===== config.mk =====
export PLATFORM = sky130hd
export DESIGN_NAME = bfiq_queue
export DESIGN_NICKNAME = d
export VERILOG_FILES = /design/src/hw/rtl/bfiq_pkg.sv /design/src/hw/rtl/bfiq_queue.sv
export SDC_FILE = /design/constraint.sdc
export NUM_CORES = 1
export LEC_CHECK = 0
export ABC_CLOCK_PERIOD_IN_PS = 9250
export BUFFER_PORTS_ARGS = -buffer_cell sky130_fd_sc_hd__buf_2
export CORE_ASPECT_RATIO = 0.6
export CORE_UTILIZATION = 30
export DETAILED_ROUTE_END_ITERATION = 10
export PLACE_DENSITY_LB_ADDON = 0.2
export SYNTH_ARGS = -nofsm -noshare
export SYNTH_HDL_FRONTEND = slang
export SYNTH_SLANG_ARGS = --single-unit

===== constraint.sdc =====
create_clock -name clk -period 9.25 [get_ports clk]
set_input_delay 1.3875 -clock clk [delete_from_list [all_inputs] [get_ports clk]]
set_output_delay 1.3875 -clock clk [all_outputs]
set_load 0.01 [all_outputs]

===== src/hw/rtl/bfiq_pkg.sv =====
package bfiq_pkg;

  localparam int unsigned FILTER_BITS_DEF = 65536;
  localparam int unsigned MAX_PROBES_DEF  = 20;

  localparam int unsigned CFG_IDX_W  = 4;
  localparam int unsigned CFG_DATA_W = 17;
  localparam int unsigned KCFG_W     = 5;

  localparam logic [CFG_IDX_W-1:0] CFG_BITS_IN_USE = 4'd0;
  localparam logic [CFG_IDX_W-1:0] CFG_PROBE_COUNT = 4'd1;

  localparam logic [CFG_DATA_W-1:0] BITS_RESET  = 17'd65536;
  localparam logic [KCFG_W-1:0]     PROBE_RESET = 5'd7;

  localparam logic [63:0] FNV_BASIS = 64'hCBF29CE484222325;

  typedef enum logic {
    OP_INSERT = 1'b0,
    OP_QUERY  = 1'b1
  } op_t;

  typedef struct packed {
    op_t         op;
    logic [63:0] h1;
  } job_t;

  // FNV-1a step; prime is 2^40 + 0x1B3, so the product is shifts and adds
  function automatic logic [63:0] fnv_fold(input logic [63:0] h, input logic [7:0] b);
    logic [63:0] x;
    x = h ^ {56'd0, b};
    return (x << 40) + (x << 8) + (x << 7) + (x << 5) + (x << 4) + (x << 1) + x;
  endfunction

endpackage


===== src/hw/rtl/bfiq_queue.sv =====
module bfiq_queue (
  input  logic           clk,
  input  logic           rst_n,
  input  logic           push,
  input  bfiq_pkg::job_t wr_job,
  output logic           full,
  input  logic           pop,
  output logic           not_empty,
  output bfiq_pkg::job_t rd_job
);

  bfiq_pkg::job_t slot_r [2];
  logic           wp_r, rp_r;
  logic [1:0]     cnt_r;

  always_ff @(posedge clk) begin
    if (push) begin
      slot_r[wp_r] <= wr_job;
    end
  end

  always_ff @(posedge clk) begin
    if (!rst_n) begin
      wp_r  <= 1'b0;
      rp_r  <= 1'b0;
      cnt_r <= 2'd0;
    end else begin
      if (push) wp_r <= ~wp_r;
      if (pop)  rp_r <= ~rp_r;
      cnt_r <= cnt_r + 2'(push) - 2'(pop);
    end
  end

  assign full      = cnt_r == 2'd2;
  assign not_empty = cnt_r != 2'd0;
  assign rd_job    = slot_r[rp_r];

endmodule


==> summary.md <==
| Metric | Value |
|---|---|
| Initial antenna violation count | `1` |
| Core Region | `about 16000 sq um` |
| Final setup viols | `0` |
| Number of detailed-route iterations in the first pass | `4` |
| RePlAce Congestion | `roughly 0.75` |
| Filler instances | `roughly 1500` |
| Final antenna-violating net count | `0` |
| Clock Skew | `about 12 ps` |
| Initial Util | `a little under a third` |
| Vias in the first global route | `2487` |
| Final Non-Filler Cells | `612` |
| ANT cells | `0` |
| Syn Area/Cell | `between 20 and 25 sq um` |
| Final Core Density | `between 40 and 50%` |
| Die H | `between 100 and 150 um` |
| Max_slew headroom | `36.56%` |
| Global-route wire length before repair | `14.08 mm` |
| Via count | `~2500` |
| Max Cap Viol | `0` |
| Synth top area share | `between 70 and 80%` |
| CTS root buf | `clkbuf_16` |
| Post-route setup TNS | `0 ps` |
| Library cells used by synthesis | `14` |
| Final Cell Area | `about 6600 sq um` |
| Tot GR Track Use | `11.28%` |
| Post-CTS Resized | `0` |
| Synth area leader | `edfxtp_1` |
| Max Transition Viols Final | `0` |
| Fmax | `between 200 and 300 MHz` |
| VDD IR-drop max | `roughly 110 uV` |
| Clock Latency Late Sink | `410 ps` |
| Rows | `36` |
| Final hold violations | `0` |
| Die X | `about 170 um` |
| Worst Hold Slack | `573.6 ps` |
| Final critical-path share of the clock period | `about two fifths` |
| Die ar. | `17620 sq um` |
| Synthesized flop and latch total | `around 140` |
| Hold wc startpoint | `rp_r$_SDFFE_PN0P_` |
| Syn_nets | `a little under 300` |
| CTS sink cnt | `approximately 140` |
| Largest net degree at the start of global routing | `67` |
| Layout cell share with drive strength beyond 1 | `between 60% and 70%` |
| H-tree depth | `4` |
| Startpoint Class | `flop` |
| I/O pins | `about 140` |
| Cell Area, Synth | `between 5000 and 6000 sq um` |
| Dpl cells | `581` |
| Clock Pin Slew Worst Setup and Hold Paths | `approximately 60 ps` |
| CTS tree | `yes` |
| Total gr overflow | `0` |
| Cts hold-fix bufs | `0` |
| DR DRC count | `0` |
| Crit path max fanout | `35` |
| Worst Hold Class | `flop to flop` |
| Crit end category | `output pin` |
| Setup Fix Bufs, Post-CTS | `0` |
| Area after DPL | `a little over 6000 sq um` |
| Synth Warn # | `0` |
| Crit path DAT | `about 2400 ps` |
| Leakage power | `2.596 nW` |
| Post-synthesis sequential area ratio | `78.14%` |
| Power per cell area | `between 200 and 250 nW/um^2` |
| Buffers on Ports | `~140` |
| Post-Syn Instances | `between 200 and 250` |
| RSZ-0062 raised after global routing | `no` |
| Status | `complete, no violations` |
| CTS max path bufs | `2` |
| Worst EP required | `around 7900 ps` |
| Final #Nets | `443` |
| Detailed Place HPWL | `between 5 and 6 mm` |
| DR vias/cell | `between 4 and 5` |
| Main area contributors after synthesis | `edfxtp_1, mux2_4, mux2_2` |
| Critical setup path kind | `flop to output pin` |
| Routed WL per cell | `between 15 and 20 um` |
| Post-route minimum period | `roughly 3700 ps` |
| Initial DRC Count | `152` |
| Worst Tran Pin Value | `951.6 ps` |
| Syn-to-layout area delta | `29.33%` |
| R2r startpoint | `wp_r$_SDFFE_PN0P_` |
| CTS Buf Count | `17` |
| Final WL | `slightly below 10 mm` |
[layout by cell type, fill, tap and decap left out, drive strengths merged, types with 2 or more instances in the layout]
master	count
dfxtp	5
buf	137
clkinv	9
edfxtp	130
bufinv	3
clkinvlp	2
nor2b	4
inv	2
ha	2
mux2	65
and2	4
clkbuf	17
[report_power, final]
part,internal (W),switching [W],total [W]
Clock,0.000420,0.000250,0.000670
Combinational,0.0000824,0.0000709,0.000153
Sequential,0.000708,0.0000158,0.000723
Total,0.00121,0.000337,0.00155
[worst paths after layout]
check,slack (ps),end,cells after the start
setup reg to reg,7650,slot_r[1][15]$_DFFE_PP_,1
hold / removal,570,flop,2
hold reg to reg,570,flop,2
setup / recovery,5510,rd_job[6],3
[worst max-delay path: stages (launching register included)]
cell	delay [ps]
dfxtp_4	710
buf_4	610
mux2_2	410
buf_2	140
[kinds of logic (layout without fill, tap and decap cells)]
kind of cell	after synthesis	count (layout)	share of synthesized area (%)
adders and majority gates	2	2	0.4883
xor gates and xnor gates	2	2	0.6105
muxes	65	65	17.95
and+or+nand+nor	9	9	1.099
AOI/OAI and AO/OA	1	1	0.1466
DFF	135	135	78.14
buffers and inverters	9	170	1.563
[registers in the layout, indices dropped and copies added, names as in the netlist, named ones only]
| name | flops |
|---|---|
| cnt_r | 2 |
| rp_r | 1 |
| slot_r | 130 |
| wp_r | 1 |
[area by class of cell]
type | count | area, sq um | share of cell area [%]
Clock buffer | 17 | 425.4 | 6.420
Timing Repair Buffer | 137 | 690.7 | 10.42
Clock inverter | 14 | 160.2 | 2.417
Multi-Input combinational cell | 79 | 1050 | 15.84
Inverter | 2 | 7.507 | 0.1133
Sequential cell | 135 | 4008 | 60.48
Tap cell | 228 | 285.3 | 4.305
[layer usage]
| layer | up-vias | GRT usage [%] | part of all wire, % |
|---|---|---|---|
| li1 | 1170 | - | - |
| met4 | 2 | 4.990 | 0.87 |
| met2 | 107 | 14.95 | 41 |
| met1 | 1256 | 15.40 | 49 |
| met3 | 12 | 5.518 | 9.1 |
| met5 | - | 0 | 0.16 |
[stage by stage]
step,setup slack (ps),total power [W]
finish,5506,0.001547
global route,5379,0.001601
CTS,5446,0.001566
detailed placement,5885,0.0008926
global placement,5946,0.0008894
floorplan,4477,0.0008318
[cell usage after synthesis]
master	instances
mux2_4	50
mux2_2	15
xor2_1	1
buf_6	6
xnor3_1	1
dfxtp_1	5
or2_2	1
o21a_1	1
and2_1	4
buf_2	1
inv_1	2
nor2b_1	4
ha_1	2
edfxtp_1	130
Note: power is estimated with default switching activity, not from simulation.
