File: src/hw/rtl/bfiq_pkg.sv
package bfiq_pkg;

  localparam int unsigned FILTER_BITS_DEF = 65536;
  localparam int unsigned MAX_PROBES_DEF  = 20;

  localparam int unsigned CFG_IDX_W  = 4;
  localparam int unsigned CFG_DATA_W = 17;
  localparam int unsigned KCFG_W     = 5;

  localparam logic [CFG_IDX_W-1:0] CFG_BITS_IN_USE = 4'd0;
  localparam logic [CFG_IDX_W-1:0] CFG_PROBE_COUNT = 4'd1;

  localparam logic [CFG_DATA_W-1:0] BITS_RESET  = 17'd65536;
  localparam logic [KCFG_W-1:0]     PROBE_RESET = 5'd7;

  localparam logic [63:0] FNV_BASIS = 64'hCBF29CE484222325;

  typedef enum logic {
    OP_INSERT = 1'b0,
    OP_QUERY  = 1'b1
  } op_t;

  typedef struct packed {
    op_t         op;
    logic [63:0] h1;
  } job_t;

  // FNV-1a step; prime is 2^40 + 0x1B3, so the product is shifts and adds
  function automatic logic [63:0] fnv_fold(input logic [63:0] h, input logic [7:0] b);
    logic [63:0] x;
    x = h ^ {56'd0, b};
    return (x << 40) + (x << 8) + (x << 7) + (x << 5) + (x << 4) + (x << 1) + x;
  endfunction

endpackage

File: src/hw/rtl/bfiq_front.sv
module bfiq_front (
  input  logic             clk,
  input  logic             rst_n,
  input  logic             accept,
  input  logic [7:0]       key_byte,
  input  logic             has_byte,
  input  logic             key_last,
  input  logic             op,
  output logic             push,
  output bfiq_pkg::job_t   job
);

  logic [63:0] hash_r;
  logic [63:0] hash_nxt;
  logic [63:0] folded;

  assign folded = has_byte ? bfiq_pkg::fnv_fold(hash_r, key_byte) : hash_r;

  always_comb begin
    hash_nxt = hash_r;
    if (accept) begin
      hash_nxt = key_last ? bfiq_pkg::FNV_BASIS : folded;
    end
  end

  always_ff @(posedge clk) begin
    if (!rst_n) begin
      hash_r <= bfiq_pkg::FNV_BASIS;
    end else begin
      hash_r <= hash_nxt;
    end
  end

  assign push   = accept && key_last;
  assign job.op = bfiq_pkg::op_t'(op);
  assign job.h1 = folded;

endmodule

File: config.mk
export PLATFORM = sky130hd
export DESIGN_NAME = bfiq_front
export DESIGN_NICKNAME = d
export VERILOG_FILES = /design/src/hw/rtl/bfiq_pkg.sv /design/src/hw/rtl/bfiq_front.sv
export SDC_FILE = /design/constraint.sdc
export NUM_CORES = 1
export LEC_CHECK = 0
export BUFFER_PORTS_ARGS = -buffer_cell sky130_fd_sc_hd__buf_2
export CAP_MARGIN = 20
export CORE_ASPECT_RATIO = 0.6
export CORE_UTILIZATION = 64
export DETAILED_ROUTE_END_ITERATION = 16
export PLACE_DENSITY_LB_ADDON = 0.05
export SLEW_MARGIN = 20
export SYNTH_ARGS = -nofsm -noshare
export SYNTH_HDL_FRONTEND = slang
export SYNTH_SLANG_ARGS = --single-unit
File: constraint.sdc
create_clock -name clk -period 9.3 [get_ports clk]
set_clock_uncertainty 0.05 [all_clocks]
set_input_delay 1.86 -clock clk [delete_from_list [all_inputs] [get_ports clk]]
set_output_delay 1.86 -clock clk [all_outputs]
set_load 0.02 [all_outputs]
==> results of run 1 <==
[worst paths after layout]
kind,from,to,slack [ps],depth (start not counted)
worst min-delay path,hash_r[51],hash_r[51],440,1
worst max register to register,hash_r[43],hash_r[62],3340,19
worst min register to register,hash_r[51],hash_r[51],440,1
worst max-delay path,key_byte[5],job[61],200,19
[cell families (layout without fill, tap and decap cells)]
group / count (synthesis) / count (layout) / share of synthesized area
compound gates: 320 / 320 / 0.157
flops: 64 / 64 / 0.0937
mux: 26 / 26 / 0.0207
simple gates: 266 / 266 / 0.0930
xor+xnor: 82 / 82 / 0.0525
fa+ha+maj: 355 / 355 / 0.459
buf+inv: 451 / 504 / 0.124
[metrics by stage]
stage / hold slack [ps] / std cells / util / cell area, um2
3_3_place_gp: 411 / 1873 / 0.700 / 14300
2_1_floorplan: 399 / 1564 / - / 13700
4_1_cts: 432 / 1889 / 0.715 / 14600
6_report: 437 / 1890 / 0.717 / 14700
3_5_place_dp: 418 / 1873 / 0.700 / 14300
5_1_grt: 457 / 1890 / 0.717 / 14700
[routing by layer]
metal | vias up | part of all wire | GRT usage
met4 | 0 | 0.018 | 0.0901
li1 | 5051 | - | -
met3 | 37 | 0.13 | 0.131
met1 | 5394 | 0.47 | 0.605
met2 | 612 | 0.38 | 0.500
met5 | - | 0 | 0
[cell usage in the layout (no fill, tap or decap), types with 4 or more instances in the layout]
cell type,instances
fa_1,245
xor2_1,30
o21bai_1,7
and3_1,9
clkbuf_16,9
a221oi_1,5
dfxtp_1,64
a22o_1,11
ha_1,110
o2bb2ai_1,10
nor3_1,8
and2_1,23
mux2_2,14
a21o_1,40
or3_1,7
o21ai_1,45
a211oi_1,17
nand3_1,18
nor2_1,53
o211ai_1,18
a22oi_1,7
nand2_1,104
a21boi_0,4
a31oi_1,7
and4_1,5
o21ai_0,42
o21a_1,10
a21oi_1,61
buf_2,76
nor2b_1,11
mux2i_1,11
xnor2_1,51
inv_1,390
buf_4,21
nand4_1,12
[layout make-up]
cell class,instances,area [um2]
fillers,1623,5800
clock buffers,9,225
multi-input cells,1049,10700
well taps,273,342
inverters,391,1470
repair buffers,97,538
flip-flops and latches,64,1280
clock inverters,7,95.1
[what timing repair did]
| action | CTS | global route |
|---|---|---|
| gates resized for setup | 0 | 4 |
| buffers inserted | 0 | 1 |
| setup endpoints to repair | 0 | 3 |
| hold endpoints to repair | 0 | 0 |
==> impl_summary.txt, run 1 <==
----------------------------------------------------
[Status]
  Result of the run ... completed

[Routing]
  Post-detailed-route wirelength per cell ... 20.9 um
  Number of iterations in the first detailed-routing pass ... 5
  Total wire length ... 39500 um
  Drc violations ... 0
  Antenna Nets Post-Route ... 0
  DR vias ... 11100
  Routed via count divided by cell count ... 5.87
  Detailed router's first-iteration violation count ... 1200

[Floorplanning]
  IO Pins ... 80
  Number of standard-cell rows in the floorplan ... 40
  Initial core utilization ... 0.668
  Die Span X ... 191 um
  Core box area ... 20500 um2
  Height of the chip ... 115 um
  Area of the die ... 22000 um2

[STA]
  Setup Total Neg Slack ... 0 ps
  Transition time at the pin with the least slew margin ... 1070 ps
  Max frequency ... 110 MHz
  Post-route setup slack ... 202 ps
  Final slew viol count ... 0
  Final number of hold-violating endpoints ... 0
  Worst slew margin ... 0.282
  Min cycle time layout ... 9100 ps
  Unrepaired setup endpoints after global routing ... no
  Tcrit/Tclk final ... 0.978
  Number of setup violations in the final report ... 0

[Place]
  Total half-perimeter wirelength after legalization and detailed placement ... 32600 um
  RD Place Congestion ... 0.976
  Number of port buffers ... 77
  Dpl ws ... 317 ps

[Yosys]
  Count of yosys warnings during synthesis ... 0
  Async set-or-reset flop fraction in the synthesized netlist ... 0
  Cell with the most instances after synthesis ... inv_1
  Post-synth top cells ... inv_1 (390), fa_1 (245), ha_1 (110)
  Cell area after technology mapping ... 13700 um2
  Synthesized netlist net count ... 1933
  Unique masters post-synth ... 73
  Cell types occupying the most area after synthesis ... fa_1 (36%), inv_1 (11%), ha_1 (10%), dfxtp_1 (9.4%), xnor2_1 (3.3%)
  Flip-flop cell with the highest count after synthesis ... dfxtp_1
  Average cell area after synthesis ... 8.74 um2
  Portion of synthesized cell area occupied by the leading cell type ... 0.359
  Number of storage elements in the synthesis netlist ... 64
  Number of enable flip-flop cells after synthesis ... 0
  Seq/Total Area, Yosys ... 0.0937
  Syn Inst Count ... 1564
  Dominant cell type by area after synthesis ... fa_1

[Setup path]
  Delay of the slowest critical-path stage ... 560 ps
  Setup Crit Path Kind ... in -> out
  CP dominant cell by count ... fa_1
  Kind of cell with the highest combined delay on the critical path ... adder cells
  Arrival time at the worst endpoint ... 7190 ps
  Buf+Inv Stages, Crit Path ... 3
  Cell breakdown of the critical path ... buf_2 -> xnor2_1 -> inv_1 -> fa_1 -> fa_1 -> fa_1 -> ha_1 -> ha_1 -> a211o_1 -> a2111oi_4 -> o32ai_1 -> nor3_4 -> a22oi_2 -> a31oi_4 -> o211ai_2 -> a221oi_2 -> xnor2_1 -> mux2_4 -> buf_2
  Critical-path cell with the highest stage delay ... fa_1
  Kind of end point of the critical path ... output pin
  Highest fanout seen on the critical path ... 6
  Data required time at the worst endpoint ... 7390 ps
  Startpoint types ... primary input

[Clock network]
  Clock root buffer master ... clkbuf_16
  Insertion delay of the later-clocked pin in the worst-skew pair ... 360 ps
  Post-CTS Hold Buffers ... 0
  Clock sink total ... 64
  Clock transition time at the flip-flop clock pins of the worst setup and hold paths ... 60 ps
  Worst-case clock buffer depth ... 2
  TritonCTS clock tree ... yes
  H-tree depth ... 3
  Total CTS buffers ... 9

[Hold path]
  Type of the worst min-delay path ... reg -> reg

[Layout]
  Register with the most flip-flops ... hash_r
  Net total in the final layout ... 1981
  Relative area change from synthesis to final layout ... 7.28%
  Layout cells sized above 1 ... 0.0897
  Biggest regs ... hash_r (64)
  Number of flip-flops under the largest register name ... 64
  Number of inserted diodes ... 0

[Global route]
  Grt ovf ... 0
  Pin count of the biggest net entering global routing ... 57
  Global-route usage over all layers ... 0.386
  Via count of the first global-routing pass ... 10800
  Initial antenna violation count ... 0
  Global-route wire length before repair ... 62100 um

[Job]
  Max-Cap Viols ... 0

----------------------------------------------------
Power of run 1 is not shown: default switching activity piles up to over one toggle a cycle in this logic, so the estimate is an artifact.
==> run 2: changes to the inputs <==
CAP_MARGIN = 40   (was 20)
MAX_ROUTING_LAYER = met4   (was unset)
==> impl_summary.txt, run 2 (synthesis gave the netlist of run 1 again) <==
----------------------------------------------------
[Routing]
  Drc violations ... 0 (unchanged)
  Total wire length ... 40500 um (+2.4%)
  DR vias ... 11200 (+0.92%)
  Detailed router's first-iteration violation count ... 1129 (-5.9%)
  Number of iterations in the first detailed-routing pass ... 5 (unchanged)
  Antenna Nets Post-Route ... 0 (unchanged)
  Routed via count divided by cell count ... 5.92 (+0.81%)
  Post-detailed-route wirelength per cell ... 21.4 um (+2.3%)

[Global route]
  Grt ovf ... 0 (unchanged)
  Initial antenna violation count ... 0 (unchanged)
  Global-route usage over all layers ... 0.405 (+0.0195)
  Global-route wire length before repair ... 63200 um (+1.8%)
  Pin count of the biggest net entering global routing ... 71 (+25%)
  Via count of the first global-routing pass ... 10800 (+0.20%)

[STA]
  Final number of hold-violating endpoints ... 0 (unchanged)
  Final slew viol count ... 0 (unchanged)
  Tightest hold margin ... 433 ps (-3.36 ps)
  Worst slew margin ... 0.459 (+0.177)
  Max frequency ... 110 MHz (-0.24%)
  Number of setup violations in the final report ... 0 (unchanged)
  Setup Total Neg Slack ... 0 ps (unchanged)
  Tcrit/Tclk final ... 0.981 (+0.00232)
  Transition time at the pin with the least slew margin ... 810 ps (-263 ps)
  Min cycle time layout ... 9120 ps (+21.6 ps)
  Unrepaired setup endpoints after global routing ... no

[Layout]
  Biggest regs ... hash_r (64)
  Number of standard cells in the layout, taps in and fillers out ... 1892 (+0.11%)
  Relative area change from synthesis to final layout ... 7.70%
  Filler cell count in the final layout ... 1652 (+1.8%)
  Number of inserted diodes ... 0 (unchanged)
  Register with the most flip-flops ... hash_r
  Number of flip-flops under the largest register name ... 64 (unchanged)
  Layout cells sized above 1 ... 0.0939 (+0.00421)
  Net total in the final layout ... 1983 (+0.10%)
  Leading cell type in the layout, fill and taps excluded ... inv_1
  Final instance area ... 14700 um2 (+0.39%)
  Commonest cells after routing, fill and taps aside ... inv_1 (390), fa_1 (245), ha_1 (110), nand2_1 (104), buf_2 (76)

[Clock network]
  H-tree depth ... 3 (unchanged)
  Total CTS buffers ... 9 (unchanged)
  Post-CTS Hold Buffers ... 0 (unchanged)
  Clock sink total ... 64 (unchanged)
  Clock transition time at the flip-flop clock pins of the worst setup and hold paths ... 60 ps (about the same)
  Clock root buffer master ... clkbuf_16
  Insertion delay of the later-clocked pin in the worst-skew pair ... 360 ps (about the same)
  Worst-case clock buffer depth ... 2 (unchanged)
  TritonCTS clock tree ... yes

[Floorplanning]
  Initial core utilization ... 0.668 (unchanged)
  IO Pins ... 80 (unchanged)
  Number of standard-cell rows in the floorplan ... 40 (unchanged)
  Area of the die ... 22000 um2 (unchanged)
  Core box area ... 20500 um2 (unchanged)
  Height of the chip ... 115 um (unchanged)
  Die Span X ... 191 um (unchanged)

[Place]
  Total half-perimeter wirelength after legalization and detailed placement ... 33200 um (+1.9%)
  Number of port buffers ... 77 (unchanged)
  Cell area after placement ... 14300 um2 (unchanged)
  RD Place Congestion ... 0.985 (+0.91%)
  Count of placed standard cells including taps ... 1872 (-0.053%)

[Hold path]
  Hold Crit Start ... hash_r[48]
  Endpoint of the worst hold-timing path ... hash_r[48]
  Hold Path Depth ... 1 (unchanged)
  Type of the worst min-delay path ... reg -> reg

[Setup path]
  Data required time at the worst endpoint ... 7390 ps (about the same)
  Worst r2r src ... hash_r[39]
  Startpoint types ... primary input
  Arrival time at the worst endpoint ... 7210 ps (+20 ps)
  Highest fanout seen on the critical path ... 6 (unchanged)
  Number of cells traversed by the worst register-to-register path ... 19 (unchanged)
  Setup Crit Path Kind ... in -> out
  Kind of end point of the critical path ... output pin
  Worst reg2reg setup slack ... 3390 ps (+50 ps)
  Startpoint of the worst setup timing path ... key_byte[5]
  Reg-to-reg critical path endpoint ... hash_r[62]

[Job]
  Max-Cap Viols ... 0 (unchanged)

[Status]
  Result of the run ... completed

----------------------------------------------------
-- run 2: cell count changes in the layout (fill, tap and decap cells not counted), sizes merged --
cell    delta
inv        -1
clkbuf     +1
buf        +2
-- run 2: worst max-delay path by stage --
stage | endpoint | slack [ps] | cells after the start
2_1_floorplan | job[61] | 510 | 17
3_3_place_gp | job[61] | 280 | 19
3_5_place_dp | job[61] | 200 | 20
4_1_cts | job[61] | 150 | 20
5_1_grt | job[61] | 40 | 21
6_report | job[61] | 180 | 19
-- run 2: layer usage --
metal,global-route usage,wire length [um],vias up
met5,-,0,-
met4,0.0624,475,0
met3,0.110,4810,32
met2,0.523,15900,580
met1,0.630,19300,5524
li1,-,-,5060
-- run 2: critical path: stages --
cell	delay [ps]
buf_2	100
xnor2_1	260
inv_1	130
fa_1	520
fa_1	590
fa_1	440
ha_1	300
ha_1	370
a211o_1	370
a2111oi_4	320
o32ai_1	180
nor3_4	270
a22oi_2	180
a31oi_4	260
o211ai_2	150
a221oi_2	350
xnor2_1	140
mux2_4	260
buf_2	160
-- run 2: stage by stage --
stage	utilization	setup WS [ps]
CTS	0.715	151
finish	0.720	181
floorplan	-	513
global placement	0.699	277
global route	0.720	40.0
detailed placement	0.700	196
-- run 2: cell type report --
type / instances / area [um2] / area share
clock buffer: 10 / 239 / 0.0162
clock inverter: 6 / 82.6 / 0.00561
inverter: 391 / 1470 / 0.0996
multi-input combinational: 1049 / 10700 / 0.729
sequential: 64 / 1280 / 0.0870
tap: 273 / 342 / 0.0232
timing repair buffer: 99 / 573 / 0.0389
-- run 2: repair_timing --
action | 4_1_cts | 5_1_grt
gates resized for setup | 0 | 9
endpoints found under the setup margin | 0 | 7
buffers inserted | 0 | 3
endpoints found under the hold margin | 0 | 0
Power of run 2 is left out for the same reason.
